**src/hdl/frc_pkg.sv**
```systemverilog
// frc_pkg: shared types, framing constants and beat packing for the frame receiver
// no dependencies; imported by every module of the block
package frc_pkg;

	localparam int BYTE_W   = 8;
	localparam int COUNT_W  = 9;
	localparam int TDATA_W  = 32;
	localparam int PADDR_W  = 3;
	localparam int PDATA_W  = 32;

	localparam logic [BYTE_W-1:0]  START_BYTE = 8'hAA;
	localparam logic [BYTE_W-1:0]  END_BYTE   = 8'hFF;
	localparam logic [COUNT_W-1:0] COUNT_MAX  = 9'd256;

	// register index, taken from paddr[2]
	localparam logic REG_ACK_TYPE = 1'b0;

	// m_tdata bit positions, lowest first
	localparam int TD_ECHO_LSB   = 0;
	localparam int TD_CSUM_OK    = 8;
	localparam int TD_KIND_LSB   = 9;
	localparam int TD_TAG_LSB    = 17;
	localparam int TD_RESYNC     = 25;
	localparam int TD_ACK_SEEN   = 26;
	localparam int TD_ACK_NEEDED = 27;
	localparam int TD_USED_W     = 28;

	typedef struct packed {
		logic [BYTE_W-1:0] byte_echo;
		logic              is_payload;
		logic              frame_end;
		logic              checksum_ok;
		logic [BYTE_W-1:0] frame_kind;
		logic [BYTE_W-1:0] frame_tag;
		logic              resync;
		logic              ack_seen;
		logic              ack_needed;
	} res_t;

	function automatic logic [TDATA_W-1:0] pack_tdata(input res_t r);
		logic [TDATA_W-1:0] d;
		d = '0;
		d[TD_ECHO_LSB +: BYTE_W] = r.byte_echo;
		d[TD_CSUM_OK]            = r.checksum_ok;
		d[TD_KIND_LSB +: BYTE_W] = r.frame_kind;
		d[TD_TAG_LSB +: BYTE_W]  = r.frame_tag;
		d[TD_RESYNC]             = r.resync;
		d[TD_ACK_SEEN]           = r.ack_seen;
		d[TD_ACK_NEEDED]         = r.ack_needed;
		return d;
	endfunction

endpackage

```
**src/hdl/frc_track.sv**
```systemverilog
// frc_track: frame position tracking, field capture and checksum for one byte
// depends on frc_pkg
module frc_track (
	input  logic                      clk,
	input  logic                      arst_n,
	input  logic                      en,
	input  logic [frc_pkg::BYTE_W-1:0] rx_byte,
	input  logic [frc_pkg::BYTE_W-1:0] ack_code,
	output frc_pkg::res_t             res
);
	import frc_pkg::*;

	logic [COUNT_W-1:0] count_q;
	logic [BYTE_W-1:0]  length_q;
	logic [BYTE_W-1:0]  sum_q;
	logic [BYTE_W-1:0]  check_q;
	logic [BYTE_W-1:0]  kind_q;
	logic [BYTE_W-1:0]  tag_q;

	logic [COUNT_W-1:0] count_nxt;
	logic [BYTE_W-1:0]  len;
	logic [BYTE_W-1:0]  sum_nxt;
	logic [BYTE_W-1:0]  check_nxt;
	logic [BYTE_W-1:0]  kind_nxt;
	logic [BYTE_W-1:0]  tag_nxt;
	logic [COUNT_W:0]   pos_w;
	logic [COUNT_W:0]   len_w;
	logic               started;
	logic               payload;
	logic               fend;
	logic               good;
	logic               rs;

	always_comb begin
		pos_w     = {1'b0, count_q};
		count_nxt = (count_q == COUNT_MAX) ? COUNT_MAX : count_q + 1'b1;
		len       = (count_q == 9'd1) ? rx_byte : length_q;
		len_w     = {2'b00, len};
		started   = (count_q != '0);
		check_nxt = (started && (pos_w + 10'd2 == len_w)) ? rx_byte : check_q;
		kind_nxt  = (count_q == 9'd2) ? rx_byte : kind_q;
		tag_nxt   = (count_q == 9'd3) ? rx_byte : tag_q;
		payload   = (count_q >= 9'd4) && (pos_w + 10'd3 <= len_w);
		sum_nxt   = sum_q + rx_byte;
		fend      = started && (rx_byte == END_BYTE) && (count_nxt == {1'b0, len});
		good      = fend && ((sum_nxt - check_nxt) == check_nxt);
		rs        = started && !fend && (rx_byte == START_BYTE) && (count_nxt > {1'b0, len});

		res.byte_echo   = rx_byte;
		res.is_payload  = payload && !rs;
		res.frame_end   = fend;
		res.checksum_ok = good;
		res.frame_kind  = fend ? kind_nxt : '0;
		res.frame_tag   = fend ? tag_nxt : '0;
		res.resync      = rs;
		res.ack_seen    = good && (kind_nxt == ack_code);
		res.ack_needed  = good && (kind_nxt != ack_code);
	end

	always_ff @(posedge clk or negedge arst_n) begin
		if (!arst_n) begin
			count_q  <= '0;
			length_q <= '0;
			sum_q    <= '0;
			check_q  <= '0;
			kind_q   <= '0;
			tag_q    <= '0;
		end else if (en) begin
			if (rs) begin
				count_q  <= 9'd1;
				length_q <= '0;
				sum_q    <= START_BYTE;
				check_q  <= '0;
				kind_q   <= '0;
				tag_q    <= '0;
			end else begin
				count_q  <= count_nxt;
				length_q <= len;
				sum_q    <= sum_nxt;
				check_q  <= check_nxt;
				kind_q   <= kind_nxt;
				tag_q    <= tag_nxt;
			end
		end
	end

endmodule

```
**src/hdl/frc_out_reg.sv**
```systemverilog
// frc_out_reg: result register driving the master-side stream
// depends on frc_pkg
module frc_out_reg (
	input  logic                        clk,
	input  logic                        arst_n,
	input  logic                        load,
	input  frc_pkg::res_t               res,
	output logic                        free,
	output logic                        m_tvalid,
	input  logic                        m_tready,
	output logic [frc_pkg::TDATA_W-1:0] m_tdata,   // echo, csum_ok, kind, tag, resync, ack_seen, ack_needed
	output logic                        m_tlast,   // frame_end
	output logic                        m_tuser    // is_payload
);
	import frc_pkg::*;

	logic valid_q;
	res_t res_q;

	assign free = !valid_q || m_tready;

	always_ff @(posedge clk or negedge arst_n) begin
		if (!arst_n) begin
			valid_q <= 1'b0;
		end else if (load) begin
			valid_q <= 1'b1;
		end else if (m_tready) begin
			valid_q <= 1'b0;
		end
	end

	always_ff @(posedge clk) begin
		if (load) begin
			res_q <= res;
		end
	end

	assign m_tvalid = valid_q;
	assign m_tdata  = pack_tdata(res_q);
	assign m_tlast  = res_q.frame_end;
	assign m_tuser  = res_q.is_payload;

endmodule

```
**src/hdl/frame_receiver_checksum_unit.sv**
```systemverilog
// frame_receiver_checksum_unit: top level of the byte-stream deframer with additive checksum
// depends on frc_pkg, frc_track, frc_out_reg
//
//  channel  | dir | beat contents
//  ---------+-----+-------------------------------------------------------------
//  s_*      | in  | tdata[7:0] rx_byte
//  m_*      | out | tdata: echo, csum_ok, kind, tag, resync, ack_seen, ack_needed;
//           |     | tlast frame_end; tuser is_payload
//  apb      | cfg | reg 0 at 0x0: ack_type_code[7:0]
//
// one byte per cycle sustained while m_tready is high; an input beat reaches the output beat through
// the input register, then the tracking logic into the result register
// arst_n clears the frame state, the ack code and both valid flags
// a stalled m_tready holds the result; one more byte waits in the input register,
// then s_tready drops until the result is taken
module frame_receiver_checksum_unit (
	input  logic                         clk,
	input  logic                         arst_n,
	// slave-side stream
	input  logic                         s_tvalid,
	output logic                         s_tready,
	input  logic [frc_pkg::BYTE_W-1:0]   s_tdata,   // rx_byte
	// master-side stream
	output logic                         m_tvalid,
	input  logic                         m_tready,
	output logic [frc_pkg::TDATA_W-1:0]  m_tdata,   // byte_echo[7:0], checksum_ok[8],
	                                                // frame_kind[16:9], frame_tag[24:17],
	                                                // resync[25], ack_seen[26], ack_needed[27]
	output logic                         m_tlast,   // frame_end
	output logic                         m_tuser,   // is_payload
	// configuration port
	input  logic                         psel,
	input  logic                         penable,
	input  logic                         pwrite,
	input  logic [frc_pkg::PADDR_W-1:0]  paddr,
	input  logic [frc_pkg::PDATA_W-1:0]  pwdata,
	output logic [frc_pkg::PDATA_W-1:0]  prdata,
	output logic                         pready
);
	import frc_pkg::*;

	logic              valid_s1;
	logic [BYTE_W-1:0] byte_s1;
	logic [BYTE_W-1:0] ack_code_q;
	logic              out_free;
	logic              advance;
	res_t              res;

	// register select comes from the word address bit; byte offset bits are ignored
	logic reg_sel;
	assign reg_sel = paddr[2];

	// apb: zero wait state, write on the access phase
	assign pready = 1'b1;

	always_ff @(posedge clk or negedge arst_n) begin
		if (!arst_n) begin
			ack_code_q <= '0;
		end else if (psel && penable && pwrite && pready && (reg_sel == REG_ACK_TYPE)) begin
			ack_code_q <= pwdata[BYTE_W-1:0];
		end
	end

	always_comb begin
		prdata = '0;
		if (reg_sel == REG_ACK_TYPE) begin
			prdata[BYTE_W-1:0] = ack_code_q;
		end
	end

	// the byte in the input register moves on whenever the result register can take it
	assign advance  = valid_s1 && out_free;
	assign s_tready = !valid_s1 || out_free;

	always_ff @(posedge clk or negedge arst_n) begin
		if (!arst_n) begin
			valid_s1 <= 1'b0;
		end else if (s_tready) begin
			valid_s1 <= s_tvalid;
		end
	end

	// payload register, no reset needed
	always_ff @(posedge clk) begin
		if (s_tvalid && s_tready) begin
			byte_s1 <= s_tdata;
		end
	end

	// frame state advances exactly once per byte, when its result is captured
	frc_track u_track (
		.clk      (clk),
		.arst_n   (arst_n),
		.en       (advance),
		.rx_byte  (byte_s1),
		.ack_code (ack_code_q),
		.res      (res)
	);

	frc_out_reg u_out (
		.clk      (clk),
		.arst_n   (arst_n),
		.load     (advance),
		.res      (res),
		.free     (out_free),
		.m_tvalid (m_tvalid),
		.m_tready (m_tready),
		.m_tdata  (m_tdata),
		.m_tlast  (m_tlast),
		.m_tuser  (m_tuser)
	);

endmodule

```
**config.mk**
```make
export PLATFORM = sky130hd
export DESIGN_NAME = frame_receiver_checksum_unit
export DESIGN_NICKNAME = d
export VERILOG_FILES = /design/src/hdl/frc_pkg.sv /design/src/hdl/frc_track.sv /design/src/hdl/frc_out_reg.sv /design/src/hdl/frame_receiver_checksum_unit.sv
export SDC_FILE = /design/constraint.sdc
export NUM_CORES = 1
export LEC_CHECK = 0
export ABC_AREA = 1
export BUFFER_PORTS_ARGS = -buffer_cell sky130_fd_sc_hd__clkbuf_2
export CELL_PAD_IN_SITES_DETAIL_PLACEMENT = 0
export CELL_PAD_IN_SITES_GLOBAL_PLACEMENT = 2
export CORE_ASPECT_RATIO = 0.9
export CORE_MARGIN = 5
export CORE_UTILIZATION = 30
export CTS_BUF_LIST = sky130_fd_sc_hd__clkbuf_16
export CTS_CLUSTER_SIZE = 20
export DETAILED_ROUTE_END_ITERATION = 12
export HOLD_SLACK_MARGIN = 0.15
export PLACE_DENSITY = 0.73
export SYNTH_ARGS = -nofsm -noshare
export SYNTH_HDL_FRONTEND = slang
export SYNTH_SLANG_ARGS = --single-unit
```
**constraint.sdc**
```tcl
create_clock -name clk -period 4.4 [get_ports clk]
set_input_delay 0.66 -clock clk [delete_from_list [all_inputs] [get_ports clk]]
set_output_delay 0.66 -clock clk [all_outputs]
set_load 0.1 [all_outputs]
```
======== Yosys cells after proc, flatten, opt, wreduce, memory -nomap -nowiden ========
Cells that the tools add are included.
word-level totals
  output and inout port bits .............. 69
  word-level logic and storage cells ...... 77
  register bits after elaboration ......... 97
  input bits .............................. 50
operators by class
  bitwise gates (word level) .............. 1
  equal/unequal tests ..................... 11
  magnitude comparators ................... 3
  multiplexer cells ....................... 14
  reduce and logical (&&, ||, !) cells .... 24
  $add $sub $neg .......................... 5
operators with widths
  kind                                                                   number
  8-bit 2-to-1 mux                                                       10
  9-bit by 2-bit adder with 10-bit output, second input constant         2
  9-bit by 2-bit == test with 1-bit output, second input constant        2
  9-bit 2-to-1 mux                                                       2
  8-bit == test                                                          2
  8-bit == test, second input constant                                   2
  1-bit logical AND                                                      16
  10-bit by 8-bit == test with 1-bit output                              1
  10-bit by 8-bit less-or-equal comparator with 1-bit output             1
  9-bit by 1-bit adder with 9-bit output, second input constant          1
  9-bit by 1-bit == test with 1-bit output, second input constant        1
  9-bit by 8-bit == test with 1-bit output                               1
  9-bit == test, second input constant                                   1
  9-bit by 3-bit >= comparator with 1-bit output, second input constant  1
  9-bit by 8-bit > comparator with 1-bit output                          1
  9-bit nonzero test                                                     1
  8-bit adder                                                            1
  8-bit inequality test                                                  1
  8-bit subtractor                                                       1
  1-bit logical NOT                                                      4
  1-bit logical OR                                                       2
  1-bit 2-to-1 mux                                                       2
  2-bit nonzero test                                                     1
  1-bit inverter                                                         1

======== Logic depth before layout (Yosys ltp) ========
Gate-level depths: netlist (run 1).
  depth in word-level cells ............... 10
  gate-level depth with buffers ........... 30
  depth with buffers taken out ............ 29

======== By module ========
A second synthesis (run 1) with hierarchy kept.
unflattened totals
  cell total of the unflattened synthesis .. 781
  area, all modules ....................... 6,298.5 µm²
by module, submodules not included
  module                        seq. area each (µm²)  instances  area an instance (µm²)  cells each
  frc_track                     1,201.2               1          4,416.7                 644
  frc_out_reg                   925.9                 1          979.7                   40
  frame_receiver_checksum_unit  465.4                 1          902.1                   97

======== Worst setup path after synthesis (run 1) ========
Ideal clock, no wire load.
  path kind ............................... register to register
  start point ............................. register u_track.count_q[1]
  end point ............................... register u_out.res_q, in the netlist u_out.m_tdata[27], data pin
  required time ........................... 4.136 ns
  path buffers ............................ 1
  stages on the path, launching flop included .. 29
  arrival time ............................ 3.993 ns
  slack ................................... 0.143 ns
  setup time .............................. 0.264 ns
  clock period less this slack ............ 4.257 ns
  cells stage by stage .................... dfrtp_1 -> inv_1 -> ha_1 -> nand2_1 -> nor2_4 -> nand2_4 -> buf_6 -> o21ai_0 -> ha_1 -> a21oi_1 -> nand2_1 -> nor2_1 -> nand4_1 -> nor2_1 -> nand2_1 -> nand2_1 -> nand2_1 -> fa_1 -> nand3_1 -> nand2_1 -> a21o_1 -> a21oi_1 -> xor2_1 -> nand3b_1 -> nand2_1 -> nand3_1 -> nor2_1 -> nand4_1 -> nor3_1
RTL lines
  what                    RTL line           source
  from (decl)             frc_track.sv:13    logic [COUNT_W-1:0] count_q;
  from (signal assigned)  frc_track.sv:77    count_q <= count_nxt;
  to (signal assigned)    frc_out_reg.sv:34  res_q <= res;
  to (decl)               frc_out_reg.sv:18  res_t res_q;

==> results.ini, run 1 <==
[finish]
final_cell_mix=nand2_1, inv_1, nor2_1, clkbuf_2, dfrtp_1
nNetsFinal=937
drive_gt1_share_pct=23.9
design_area_sq_um=7420
final_cells=1109
layout_commonest_cell=nand2_1
final_util_pct=36.9
num_antenna_cells=0
area_delta_synth_final_pct=20.2

[setup_path]
cp-start-kind=flip-flop
crit_required_ns=4.59
slowest_delay_ns=0.40
crit_path_max_fanout=6
cp-end-kind=flip-flop
arrival_ns=4.47
crit_slowest_cell=fa_2
path_class=reg2reg
cp_common_cell=nand2_4
reg2reg_depth=29

[sta]
rsz0062_at_grt=yes
slew_headroom_pct=31.4
final.setup.tns_ns=0
worst_pin_slew_ns=1.03
clock_skew_ns=0.0144
slew_violations=0
fmax_mhz=234
finalCriticalPeriod_ns=4.28
setup_ws_ns=0.124
final_hold_viol_count=0
period_share_pct=97.2
setup_viol=0

[grt]
grt_pass1_vias=5202
grt_pass1_wl_um=28400
grt-ovfl-total=0
grt_max_degree=49
antenna_found_initial=0
grt.total_usage_pct=15.2

[yosys]
ys_warn_count=0
synthCells=743
ys.flop_type=dfrtp_1
yosys.area_share.simple_pct=24.9
synth.largest_area_cell=dfrtp_1
yosysTopAreaCellShare_pct=23.5
synthAdderAreaFrac_pct=7.94
synth_edf_count=38
synthArstFlopShare_pct=60.4
ys_ff_latch=96
synth.mux.area_fraction_pct=0
yosys-top-cells-area=dfrtp_1, edfxtp_1, nand2_1
synth_compound_area_share_pct=9.88
synth.yosys.seq_area_share_pct=42.0
avgSynthCellArea_sq_um=8.31
syn_area_sq_um=6180
synth_xor_xnor_area_share_pct=3.83
synth.distinct_cells=44
synth_top_family_by_area=simple AND/OR/NAND/NOR gates

[routing]
vias=5277
wl_um=17600
viasPerCell=4.76
first_pass_iters=5
drtIter0Drc=332
ant_nets=0
routedWlPerCell_um=15.9
drcViolationCount=0

[clock_network]
clock_latency_ns=0.35
cts_tree=done
htreeDepth=3
cts.sinks=96
path_clk_slew_ns=0.08
cts_hold_buf=0
numCtsBuffers=9
cts-root-buf=clkbuf_16
clk_path_buf_depth=2

[power]
powerDensity_nw_per_um2=918
leakage_nw=3.70
vdd_drop_max_mv=0.271

[placement]
place.gp.congestion=0.835
dpl.hpwl_um=13400
placed_area_sq_um=6940
portBuffers=63
preCtsSetupSlack_ns=-0.0345
dp_cells=1086

[floorplanning]
die_width_um=161
rows=49
initial_core_util_pct=30.7
core-area_sq_um=20100
io_pins=119
die_y_um=146
die-area_sq_um=23600

[run_status]
run_status=finished clean

[worst_hold_path]
holdCritPathClass=in2async

[job]
drv_cap=0

-- area by class of cell --
cell class                      count  area [sq um]
Inverter                          101           379
Sequential cell                    96          2590
Fill cell                        2076         12700
Clock buffer                        9           225
Multi-Input combinational cell    525          3120
Timing Repair Buffer              116           717
Tap cell                          255           319
Clock inverter                      7          76.3
-- critical path, delay by kind of cell (launching register included) --
kind	cells	cell delay (ns)
AOI/OAI and AO/OA	4	0.52
xor gates and xnor gates	1	0.23
adders and majority gates	3	0.87
buffers and inverters	2	0.21
DFF	1	0.39
and+or+nand+nor	19	1.91
-- sequential cells by signal, summed over array words and instances, names as in the netlist, 7 cells and up --
signal            flops
u_track.check_q       7
u_track.count_q       9
u_track.tag_q         8
u_out.m_tdata        28
u_track.sum_q         8
u_track.length_q      8
ack_code_q            8
u_track.kind_q        8
byte_s1               8
-- layer usage --
layer / part of all wire (%) / global-route usage [%]
met2: 46 / 24.6
met1: 47 / 20.9
met3: 5.0 / 2.37
met5: 0 / 0
met4: 1.7 / 4.73
-- cells in the mapped netlist (4+ instances only) --
library cell  instances
a21oi_1              28
buf_4                29
buf_6                 4
clkbuf_1             13
dfrtp_1              58
edfxtp_1             38
ha_1                 36
inv_1                92
inv_2                 8
nand2_1             143
nand2_2              20
nand2_4               5
nand3_1              47
nand3_2               5
nand3b_1              4
nand4_1              10
nor2_1               71
nor2_4                4
nor3_1                7
o21ai_0              29
o22ai_1              33
xor2_1               24
-- path summary, 6_finish.rpt --
check                                          startpoint                              to  slack [ns]
setup / recovery           u_track.count_q[1]$_DFFE_PN0P_     u_out.m_tdata[26]$_DFFE_PP_        0.12
hold / removal                                     arst_n       ack_code_q[6]$_DFFE_PN0P_        0.47
setup reg to reg           u_track.count_q[1]$_DFFE_PN0P_     u_out.m_tdata[26]$_DFFE_PP_        0.12
hold reg to reg              u_track.sum_q[0]$_DFFE_PN0P_    u_track.sum_q[0]$_DFFE_PN0P_        0.50
max in group asynchronous                          arst_n  u_track.check_q[1]$_DFFE_PN0P_        2.98
min in group clk                               s_tdata[5]            byte_s1[5]$_DFFE_PP_        0.49
-- logic make-up after synthesis --
| family | after synthesis |
|---|---|
| other cells | 2 |
| fa+ha+maj | 38 |
| xor+xnor | 27 |
| flops | 96 |
| simple gates | 325 |
| buf+inv | 149 |
| compound gates | 106 |
-- repair_timing --
| action | in CTS | in global routing |
|---|---|---|
| cloned | 0 | 0 |
| gates resized for setup | 1 | 30 |
| pin swaps | 0 | 22 |
| setup endpoints to repair | 2 | 3 |
| setup buffers | 0 | 7 |
-- power by group --
part | switching (mW) | total, mW | internal, mW
registers | 0.108 | 1.30 | 1.20
logic | 3.00 | 4.68 | 1.68
clock network | 0.382 | 0.831 | 0.449
total | 3.49 | 6.82 | 3.33
-- metrics by stage --
| step | hold WS [ns] | power (mW) |
|---|---|---|
| after floorplan | 0.364 | 4.58 |
| after global placement | 0.473 | 5.61 |
| after detailed placement | 0.486 | 5.69 |
| after CTS | 0.473 | 6.55 |
| after global routing | 0.469 | 7.46 |
| final | 0.473 | 6.82 |
Note: power is estimated with default switching activity, not from simulation.
==> inputs of run 2 (changes only) <==
--- a/config.mk
+++ b/config.mk
@@ -6,6 +6,7 @@
 export NUM_CORES = 1
 export LEC_CHECK = 0
 export ABC_AREA = 1
+export ABC_CLOCK_PERIOD_IN_PS = 4400
 export BUFFER_PORTS_ARGS = -buffer_cell sky130_fd_sc_hd__clkbuf_2
 export CELL_PAD_IN_SITES_DETAIL_PLACEMENT = 0
 export CELL_PAD_IN_SITES_GLOBAL_PLACEMENT = 2
@@ -16,7 +17,9 @@
 export CTS_CLUSTER_SIZE = 20
 export DETAILED_ROUTE_END_ITERATION = 12
 export HOLD_SLACK_MARGIN = 0.15
-export PLACE_DENSITY = 0.73
+export MAX_ROUTING_LAYER = met4
+export PLACE_DENSITY = 0.74
 export SYNTH_ARGS = -nofsm -noshare
 export SYNTH_HDL_FRONTEND = slang
+export SYNTH_HIERARCHICAL = 1
 export SYNTH_SLANG_ARGS = --single-unit
==> run 2 against run 1 <==
  * Final area is 4.0% lower
  * Synthesized cell count increased by 5.1%
  * Via count shrank 5.0%
  * Count of clock-buffer cells in the layout did not move
  * Utilization shrank 2.5 points
  * First-iteration DRC count decreased by 18%
  * Worst setup slack better by 0.33 ns
  * Highest routed layer unchanged
==> results.ini, run 2 <==
[run_status]
run_status=finished clean

[floorplanning]
die-area_sq_um=24000  ; +1.8%
die_y_um=147  ; +0.91%
initial_core_util_pct=30.4  ; -0.30 points
rows=50  ; +2.0%
core-area_sq_um=20700  ; +3.0%
die_width_um=163  ; +0.92%
io_pins=119  ; unchanged

[grt]
grt_pass1_wl_um=27400  ; -3.6%
grt-ovfl-total=0  ; unchanged
grt_max_degree=59  ; +20%
grt.total_usage_pct=14.8  ; -0.40 points
antenna_found_initial=0  ; unchanged
grt_pass1_vias=4995  ; -4.0%

[power]
p_seq_share_pct=24.0  ; +4.9 points
powerDensity_nw_per_um2=779  ; -15%
p_int_mw=2.75  ; -17%
p_clk_share_pct=14.6  ; +2.4 points
vdd_drop_max_mv=0.263  ; -3.0%
pwr-share-comb_pct=61.4  ; -7.3 points
p_sw_mw=2.80  ; -20%
leakage_nw=3.66  ; -1.1%
p_sw_share_pct=50.4  ; -0.78 points

[sta]
final_hold_viol_count=0  ; unchanged
clock_skew_ns=0.00849  ; -0.00593 ns
setup_ws_ns=0.455  ; +0.332 ns
fmax_mhz=254  ; +8.4%
worst_pin_slew_ns=0.818  ; -0.211 ns
final.setup.tns_ns=0  ; unchanged
finalCriticalPeriod_ns=3.94  ; -0.332 ns
setup_viol=0  ; unchanged
slew_headroom_pct=45.4  ; +14 points
rsz0062_at_grt=no
period_share_pct=89.6  ; -7.5 points
slew_violations=0  ; unchanged

[placement]
preCtsSetupSlack_ns=0.337  ; +0.371 ns
portBuffers=63  ; unchanged
dpl.hpwl_um=12300  ; -8.4%
place.gp.congestion=0.820  ; -1.7%

[yosys]
synth.distinct_cells=39  ; -11%
synth_edf_count=38  ; unchanged
yosys-top-cells-area=dfrtp_1, edfxtp_1, nand2_1
synth.largest_area_cell=dfrtp_1
yosysTopAreaCellShare_pct=23.0  ; -0.45 points
synth.yosys.seq_area_share_pct=41.2  ; -0.81 points
syn_area_sq_um=6300  ; +2.0%
ys_warn_count=6  ; +6
avgSynthCellArea_sq_um=8.06  ; -3.0%
synthCells=781  ; +5.1%
synthArstFlopShare_pct=60.4  ; unchanged
ys.flop_type=dfrtp_1
synth_most_common_cell=nand2_1
synthTopCellsByCount=nand2_1, inv_1, nor2_1, nand3_1, dfrtp_1
ys_ff_latch=96  ; unchanged

[setup_path]
arrival_ns=4.15  ; -0.32 ns
cp-end-kind=flip-flop
slowest_delay_ns=0.52  ; +0.12 ns
crit_chain=ha_1, nand2_1, inv_1, nor2_1, nor3_1, buf_4, ha_1, nand2_1, nor2_1, inv_1, nor4_1, nand3_1, nor2_1, nand2_1, nor2_1, nand2_1, nor2_1, nand2_1, nor2_1, nand2_1, nor2_2, nand3_2, nor2_1
crit_path_max_fanout=8  ; +2
crit_slowest_cell=dfrtp_1
cp_common_cell=nor2_1
crit_required_ns=4.61  ; +0.02 ns
path_class=reg2reg
cp-start-kind=flip-flop

[routing]
drtIter0Drc=272  ; -18%
viasPerCell=4.42  ; -7.1%
wl_um=16700  ; -5.3%
first_pass_iters=4  ; -1
ant_nets=0  ; unchanged
routedWlPerCell_um=14.7  ; -7.5%
drcViolationCount=0  ; unchanged
vias=5015  ; -5.0%

[clock_network]
clock_latency_ns=0.35  ; about the same
cts_tree=done
numCtsBuffers=9  ; unchanged
path_clk_slew_ns=0.07  ; about the same
clk_path_buf_depth=2  ; unchanged
htreeDepth=3  ; unchanged
cts.sinks=96  ; unchanged
cts-root-buf=clkbuf_16

[finish]
final_cell_mix=nand2_1, inv_1, nor2_1, clkbuf_2, nand3_1
largest_register_ffs=28  ; unchanged
num_antenna_cells=0  ; unchanged
layout_commonest_cell=nand2_1
area_delta_synth_final_pct=13.2
nNetsFinal=927  ; -1.1%
drive_gt1_share_pct=18.1  ; -5.7 points

[worst_hold_path]
holdCritPathClass=in2async

[job]
drv_cap=0  ; unchanged

## run 2: cell types whose count changed in the layout (fill, tap and decap cells not counted), sizes merged, moves of 7 or more
cell and delta:
buf -29, inv +22, nand2 +19, a21oi -14, nand3 +12, o22ai +8, nand4 -7
## run 2: worst max-delay path, delay by kind of cell, from the launching register on
family	cells	cell delay [ns]
and+or+nand+nor	18	2.39
DFF	1	0.52
adders and majority gates	2	0.49
buffers and inverters	3	0.40
## run 2: stage by stage
step	hold slack (ns)	total power, mW	util, %	cell area (sq um)	std cells
after floorplan	0.364	4.05	-	6400	807
after global placement	0.489	4.74	32.9	6800	1116
after detailed placement	0.494	4.73	32.9	6800	1116
after CTS	0.475	5.57	34.3	7100	1132
after global routing	0.470	6.13	34.4	7130	1135
final	0.481	5.55	34.4	7130	1135
## run 2: what timing repair did
item | CTS | global route
resized for setup | 0 | 4
setup endpoints to repair | 0 | 3
hold buffers | 0 | 0
setup buffers | 0 | 3
## run 2: layer usage
layer / GRT usage [%] / wire, um
met1: 21.9 / 8750
met2: 21.5 / 7320
met3: 1.73 / 429
met4: 3.77 / 195
met5: - / 0
## run 2: worst paths after layout
check                                                from                             end  slack [ns]  cells past startpoint
hold reg to reg              u_track/sum_q[5]$_DFFE_PN0P_    u_track/sum_q[5]$_DFFE_PN0P_        0.51                      2
hold / removal                                     arst_n  u_track/count_q[6]$_DFFE_PN0P_        0.48                      2
setup / recovery           u_track/count_q[2]$_DFFE_PN0P_     u_out/m_tdata[27]$_DFFE_PP_        0.46                     23
min in group clk                               s_tdata[5]            byte_s1[5]$_DFFE_PP_        0.49                      1
setup reg to reg           u_track/count_q[2]$_DFFE_PN0P_     u_out/m_tdata[27]$_DFFE_PP_        0.46                     23
max in group asynchronous                          arst_n  u_track/count_q[0]$_DFFE_PN0P_        3.35                      2
## run 2: cell type report
class	instances	area, sq um
Inverter	126	477
Sequential cell	96	2590
Clock buffer	9	225
Fill cell	2255	13600
Tap cell	286	358
Timing Repair Buffer	86	500
Clock inverter	7	70.1
Multi-Input combinational cell	525	2900
## run 2: kinds of logic after synthesis
kind of cell,Yosys count,synth area share (%)
flip-flops,96,41.2
buffers and inverters,186,14.4
XOR/XNOR,27,3.75
other,3,0.179
adder cells (fa/ha/maj),33,6.67
AND/OR/NAND/NOR,343,25.3
AO/OA/AOI/OAI,93,8.54
## run 2: power by group through the flow
| stage | Sequential [mW] | Combinational, mW | Clock [mW] |
|---|---|---|---|
| 2_1_floorplan | 1.51 | 2.54 | 0 |
| 3_3_place_gp | 1.35 | 3.40 | 0 |
| 3_5_place_dp | 1.35 | 3.38 | 0 |
| 4_1_cts | 1.34 | 3.40 | 0.831 |
| 5_1_grt | 1.37 | 3.89 | 0.873 |
| 6_report | 1.33 | 3.41 | 0.809 |
